===== config.mk =====
export PLATFORM = sky130hd
export DESIGN_NAME = sme_arith
export DESIGN_NICKNAME = d
export VERILOG_FILES = /design/src/sme_pkg.sv /design/src/sme_arith.sv
export SDC_FILE = /design/constraint.sdc
export NUM_CORES = 1
export LEC_CHECK = 0
export BUFFER_PORTS_ARGS = -buffer_cell sky130_fd_sc_hd__buf_2
export CAP_MARGIN = 30
export CORE_MARGIN = 1.5
export CORE_UTILIZATION = 50
export DETAILED_ROUTE_END_ITERATION = 8
export GPL_TIMING_DRIVEN = 0
export PLACE_DENSITY = 0.69
export SYNTH_ARGS = -nofsm -noshare
export SYNTH_HDL_FRONTEND = slang
export SYNTH_SLANG_ARGS = --single-unit

===== constraint.sdc =====
create_clock -name clk -period 9 [get_ports clk]
set_input_delay 0 -clock clk [delete_from_list [all_inputs] [get_ports clk]]
set_output_delay 0 -clock clk [all_outputs]
set_load 0.005 [all_outputs]

===== src/sme_pkg.sv =====
// Package for the stack machine execute block: widths, command and error codes, types.
`timescale 1ns / 1ps
package sme_pkg;
  localparam int STACK_DEPTH = 256;
  localparam int CALL_DEPTH  = 64;
  localparam int ADDR_BITS   = 16;
  localparam int IMM_BYTES   = 8;
  localparam int SP_BITS     = $clog2(STACK_DEPTH);
  localparam int RP_BITS     = (CALL_DEPTH > 1) ? $clog2(CALL_DEPTH) : 1;
  localparam int SC_BITS     = $clog2(STACK_DEPTH + 1);
  localparam int RC_BITS     = $clog2(CALL_DEPTH + 1);

  typedef enum logic [3:0] {
    CMD_ADD = 4'd0, CMD_SUB = 4'd1, CMD_MUL = 4'd2, CMD_DIV = 4'd3, CMD_MOD = 4'd4,
    CMD_PUSH = 4'd5, CMD_POP = 4'd6, CMD_DUP = 4'd7, CMD_SWAP = 4'd8,
    CMD_CALL = 4'd9, CMD_RET = 4'd10
  } cmd_t;

  typedef enum logic [2:0] {
    ERR_NONE = 3'd0, ERR_UNDER = 3'd1, ERR_OVER = 3'd2, ERR_DIVZ = 3'd3, ERR_TARGET = 3'd4
  } err_t;

  typedef enum logic [2:0] {
    ST_IDLE, ST_READ, ST_EXEC, ST_ARITH, ST_WB2, ST_OUT
  } state_t;

  typedef enum logic [1:0] {
    AOP_MUL = 2'd0, AOP_DIV = 2'd1, AOP_MOD = 2'd2
  } arith_op_t;

  typedef struct packed {
    logic      start;
    arith_op_t op;
  } arith_req_t;

  typedef struct packed {
    logic        done;
    logic [63:0] res;
  } arith_rsp_t;
endpackage


===== src/sme_arith.sv =====
// Shared multi-cycle unit: shift-add multiply and restoring divide, one bit a cycle.
`timescale 1ns / 1ps
module sme_arith (
  input  logic               clk,
  input  logic               rst_n,
  input  sme_pkg::arith_req_t req,
  input  logic [63:0]        a,
  input  logic [63:0]        b,
  output sme_pkg::arith_rsp_t rsp
);
  import sme_pkg::*;

  logic        busy_r, busy_nxt;
  logic [6:0]  cnt_r, cnt_nxt;
  arith_op_t   op_r, op_nxt;
  logic [63:0] acc_r, acc_nxt;   // product or remainder
  logic [63:0] q_r, q_nxt;       // multiplier shift or quotient
  logic [63:0] d_r, d_nxt;       // multiplicand or divisor
  logic [64:0] trial;

  always_comb begin
    busy_nxt = busy_r;
    cnt_nxt  = cnt_r;
    op_nxt   = op_r;
    acc_nxt  = acc_r;
    q_nxt    = q_r;
    d_nxt    = d_r;
    trial    = {acc_r, q_r[63]} - {1'b0, d_r};
    rsp.done = 1'b0;
    if (req.start) begin
      busy_nxt = 1'b1;
      cnt_nxt  = 7'd0;
      op_nxt   = req.op;
      acc_nxt  = '0;
      q_nxt    = (req.op == AOP_MUL) ? b : a;
      d_nxt    = (req.op == AOP_MUL) ? a : b;
    end else if (busy_r) begin
      if (op_r == AOP_MUL) begin
        if (q_r[0]) acc_nxt = acc_r + d_r;
        q_nxt = {1'b0, q_r[63:1]};
        d_nxt = {d_r[62:0], 1'b0};
      end else begin
        if (!trial[64]) begin
          acc_nxt = trial[63:0];
          q_nxt   = {q_r[62:0], 1'b1};
        end else begin
          acc_nxt = {acc_r[62:0], q_r[63]};
          q_nxt   = {q_r[62:0], 1'b0};
        end
      end
      cnt_nxt = cnt_r + 7'd1;
      if (cnt_r == 7'd64) begin
        busy_nxt = 1'b0;
        rsp.done = 1'b1;
        acc_nxt  = acc_r;
        q_nxt    = q_r;
        d_nxt    = d_r;
      end
    end
    unique case (op_r)
      AOP_MUL: rsp.res = acc_r;
      AOP_DIV: rsp.res = q_r;
      default: rsp.res = acc_r;
    endcase
  end

  always_ff @(posedge clk) begin
    if (!rst_n) begin
      busy_r <= 1'b0;
      cnt_r  <= '0;
      op_r   <= AOP_MUL;
    end else begin
      busy_r <= busy_nxt;
      cnt_r  <= cnt_nxt;
      op_r   <= op_nxt;
    end
    acc_r <= acc_nxt;
    q_r   <= q_nxt;
    d_r   <= d_nxt;
  end
endmodule


Word-level counts from Yosys, hierarchy flattened
Index checks and enable logic that the tools add are counted.

Register bits after elaboration: 202. Bits of input ports: 133. Logic and storage cells: 44.

$add $sub $neg: 3. Eq/ne operators: 4. Mux-type cells: 21. Bitwise operators: 2. Reductions and logical operators: 8.

Operators by type and width (count): two-way mux 64 bit (14); subtractor 65 x 64 -> 65 bit (1); adder 64 bit (1); adder 7 x 1 -> 7 bit (second input constant) (1); == test 7 bit (second input constant) (1); two-way mux 1 bit (7); AND reduction 3 bit (2); logical NOT 2 bit (2); inequality test 2 bit (second input constant) (2); nonzero test 2 bit (2); == test 2 x 1 -> 1 bit (second input constant) (1); inverter 1 bit (2); AND reduction 2 bit (1); OR reduction 2 bit (1).

Longest topological paths before layout
Word-level depth: 6. Mapped depth: 16. Mapped depth without buffers: 14.

Worst setup path before layout
No wires, ideal clock.

Path kind: flip-flop to flip-flop. Start: reg op_r[1]. End: reg d_r[0], enable pin. Setup time: 574 ps. Arrival: 5739 ps. Data required time: 8426 ps. Path slack: 2687 ps. Stages on the path, launching flop included: 6. Cells stage by stage: dfxtp_1 -> or2_2 -> clkbuf_1 -> clkbuf_1 -> clkbuf_1 -> o21ai_0.

Word-level cells in the longest chain between the ends: 3.

Ends and longest elaborated chain: start, declared (RTL line sme_arith.sv:15) `arith_op_t op_r, op_nxt;`; start signal, assigned (RTL line sme_arith.sv:75) `op_r <= op_nxt;`; logical NOT 2 bit (RTL line sme_arith.sv:38) `if (op_r == AOP_MUL) begin`; nonzero test 2 bit (no source line); AND reduction 3 bit (no source line); end signal, assigned (RTL line sme_arith.sv:79) `d_r <= d_nxt;`; end, declared (RTL line sme_arith.sv:18) `logic [63:0] d_r, d_nxt;`.

No other way between the ends. A chain may end at the register's enable or synchronous reset.

Worst setup path in the final report
Start: reg d_r[0]. End: reg acc_r[57].

Word-level cells in the longest chain between the ends: 3.

Ends and longest elaborated chain: subtractor 65 x 64 -> 65 bit or adder 64 bit (tied branches) (RTL line sme_arith.sv:28, sme_arith.sv:39); two-way mux 64 bit (on tied branches) (RTL line sme_arith.sv:43, sme_arith.sv:39); two-way mux 64 bit * (RTL line sme_arith.sv:38); end signal, assigned (RTL line sme_arith.sv:77) `acc_r <= acc_nxt;`; end, declared (RTL line sme_arith.sv:16) `logic [63:0] acc_r, acc_nxt;`.

Every way passes the cells marked *; elsewhere a longest branch is shown, timed or not. The select of a mux whose other input is x is not followed.

==> metrics.csv <==
stage;metric;value;unit
timing;finalHoldViolCount;0;
synth;synth-simple-area-share;22.85;%
worst_setup_path;cp_max_fo;10;
global_routing;antenna_found_initial;4;
synth;synth_area_leader_cell;edfxtp_1;
cells_and_area;layoutNonFillerInstCount;3499;
power;power_density;173.0;nW/um2
synth;postSynthAreaPerCell;7.579;um2
placed_design;place.gp.congestion;1.000;
drt;drt_pass1_iterations;6;
floorplanning;rows;71;
worst_setup_path;critical_path_arrival;4990;ps
synth;synthFlopType;edfxtp_1;
power;p_total;4.137;mW
run;maxCapViolations;0;
worst_setup_path;slowest_stage;o31ai_4;
clock_network;clk_pin_slew;60;ps
timing;period_minus_slack;4547;ps
placed_design;port_buffers;197;
worst_setup_path;crit_path_max_incr_delay;510;ps
worst_setup_path;cp-end-kind;register;
synth;synthAdderAreaFrac;8.613;%
global_routing;grt_pass1_vias;20649;
global_routing;grt-ovfl-total;0;
cells_and_area;num_antenna_cells;0;
worst_setup_path;crit_type;register to register;
synth;yosys_warnings;0;
cells_and_area;area_growth;24.47;%
floorplanning;ioPinCount;198;
worst_setup_path;cp_num_buf_inv;2;
drt;drc_errors;0;
timing;timing.final.crit_share;50.52;%
timing;fmax;219.9;MHz
floorplanning;die_h;199.0;um
placed_design;hpwlAfterDp;58.60;mm
drt;wirelength;76.81;mm
synth;synth-seq-area-share;27.73;%
synth;synthMuxAreaShare;4.919;%
synth;syn_inst;2534;
clock_network;postCtsHoldBufs;195;
clock_network;post_cts_buffers;0;
timing;rsz0062_at_grt;false;
drt;ant_nets;0;
clock_network;htree_num_levels;1;
timing;clock_skew;15.89;ps
synth;ys_async_sr_fraction;0;%
floorplanning;initial_utilization;50.87;%
synth;synth-edff-count;128;
synth;syn_nets;2798;
cells_and_area;drive_above_1_share;13.35;%
synth;synth_top_family_by_area;compound AO/OA/AOI/OAI gates;
global_routing;grt_pass1_wl;117.0;mm
clock_network;numCtsBuffers;27;
global_routing;grtUsageTotal;38.24;%
drt;drtIter0Drc;1989;
clock_network;tritoncts;done;
min_path;hold_class;primary input to register;
worst_setup_path;critical-path-top-delay-family;compound AO/OA/AOI/OAI gates;
floorplanning;die_area;39600;um2
cells_and_area;nNetsFinal;3232;
clock_network;cts_sinks;202;
worst_setup_path;start_kind;register;
clock_network;cts.path.max_buffers;3;
min_path;worstHoldPathCells;4;
floorplanning;core_area;37760;um2
worst_setup_path;cp_cell_sequence;ha_1 > fa_1 > nand2b_1 > a21oi_1 > o21ai_2 > o21ai_2 > a31oi_4 > o31ai_4 > a311oi_2 > a21oi_2 > buf_4 > buf_4 > mux2i_1 > a211oi_1;
timing;setup_viol;0;
clock_network;cts-root-buf;clkbuf_16;
power;max-vdd-ir-drop;0.0001458;V
worst_setup_path;reg2reg_depth;14;
clock_network;ctsResizeCount;0;
worst_setup_path;required;9440;ps
drt;wl_per_cell;21.95;um
timing;slew_violations;0;
worst_setup_path;reg2reg_slack;4450;ps
power;p_leak;10.50;nW
synth;synthTopCellsByArea;edfxtp_1 (20%), nand2_1 (11%), ha_1 (8.4%), dfxtp_1 (7.7%), a21oi_1 (5.0%);
floorplanning;die_w;199.0;um
drt;via_per_inst;6.183;
synth;synth_compound_area_share;25.05;%
timing;holdWs;94.20;ps
timing;slew_headroom;33.36;%
clock_network;clkLatencyLatePin;570;ps
synth;synth.top_cell.area_share;20.01;%
synth;synth_cell_type_count;92;
synth;ys_ff_latch;202;
outcome;status;completed;
synth;synth.cell_area;19200;um2
worst_setup_path;cp.depth;14;
placed_design;place_inst;3255;
global_routing;grt_max_degree;35;
synth;synth_xor_area_share;5.290;%
timing;worst_pin_slew;995.9;ps
drt;via_count;21636;
-- cell usage in the layout, fill, tap and decap left out, types with 21 or more instances in the layout --
cell type      count
nand2_1          566
buf_2            212
dlygate4sd3_1    195
a21oi_1          193
nor2_1           188
a31oi_1          152
clkbuf_1         145
ha_1             129
edfxtp_1         128
inv_1             99
o21ai_0           98
and3_1            76
mux2_2            74
dfxtp_1           74
xnor2_1           72
a21o_1            58
xor2_1            44
nand4_1           41
nand3_1           33
clkbuf_16         27
o21bai_1          24
a211oi_1          22
o211ai_1          21
-- stage by stage --
stage / worst slack (ps) / instance area [um2] / util [%] / TNS, ps
after floorplan: 2687 / 19200 / - / 0
after global placement: -754.6 / 20830 / 55.17 / -47800
after detailed placement: 4578 / 21060 / 55.77 / 0
after CTS: 4583 / 23900 / 63.31 / 0
after global routing: 4370 / 23900 / 63.31 / 0
final: 4453 / 23900 / 63.31 / 0
-- worst register-to-register path, stage by stage (launching register included) --
cell and delay, ps:
edfxtp_1 480, ha_1 270, fa_1 410, nand2b_1 200, a21oi_1 300, o21ai_2 190
o21ai_2 330, a31oi_4 230, o31ai_4 510, a311oi_2 260, a21oi_2 210, buf_4 280
buf_4 300, mux2i_1 120, a211oi_1 360
-- synth_stat cells, types with 22 or more instances --
| cell type | n |
|---|---|
| dfxtp_1 | 74 |
| edfxtp_1 | 128 |
| clkbuf_1 | 137 |
| o21bai_1 | 24 |
| a211oi_1 | 22 |
| nor2_1 | 189 |
| nand4_1 | 41 |
| inv_1 | 99 |
| a21oi_1 | 193 |
| a21o_1 | 58 |
| xor2_1 | 44 |
| xnor2_1 | 72 |
| ha_1 | 129 |
| a31oi_1 | 152 |
| nand3_1 | 33 |
| o21ai_0 | 99 |
| and3_1 | 76 |
| nand2_1 | 567 |
| mux2_2 | 74 |
-- per-layer routing --
layer / up-vias / part of all wire, % / GRT usage (%) / routed length, um
met3: 185 / 9.1 / 5.799 / 6962
met1: 10295 / 42 / 51.08 / 32310
met2: 1121 / 45 / 61.68 / 34340
li1: 10033 / - / - / -
met5: - / 0.014 / 0 / 11
met4: 2 / 4.1 / 15.60 / 3180
-- path summary, 6_finish.rpt --
path | from | to
worst max-delay path | d_r[0]$_SDFFCE_PN0P_ | acc_r[57]$_SDFFE_PP0P_
worst min-delay path | req[2] | op_r[0]$_SDFFE_PN0P_
worst max register to register | d_r[0]$_SDFFCE_PN0P_ | acc_r[57]$_SDFFE_PP0P_
worst min register to register | cnt_r[5]$_SDFFE_PP0P_ | cnt_r[5]$_SDFFE_PP0P_
-- logic make-up (layout without fill, tap and decap cells) --
group,after synthesis,in the layout
and+or+nand+nor,1002,1002
AOI/OAI and AO/OA,731,731
buffers and inverters,267,721
DFF,202,202
adders and majority gates,131,131
xor gates and xnor gates,116,116
muxes,85,85
-- state kept, by name (all words and copies together) (netlist names) --
register / flops
busy_r: 1
op_r: 2
d_r: 64
q_r: 64
acc_r: 64
cnt_r: 7
-- area by class of cell --
cell class / instances / area (um2)
plain buffers: 168 / 694.4
clock buffers: 43 / 815.8
clock inverters: 6 / 78.83
fillers: 3401 / 13850
inverters: 99 / 371.6
multi-input cells: 2065 / 12830
flip-flops and latches: 202 / 5325
well taps: 511 / 639.4
repair buffers: 405 / 3144
-- power breakdown --
| part | internal [mW] | switching, mW | total, mW | leakage (nW) |
|---|---|---|---|---|
| sequential | 1.11 | 0.136 | 1.25 | 1.87 |
| combinational | 0.702 | 1.06 | 1.77 | 8.18 |
| clock | 0.671 | 0.451 | 1.12 | 0.441 |
(Power assumes the default switching activity.)
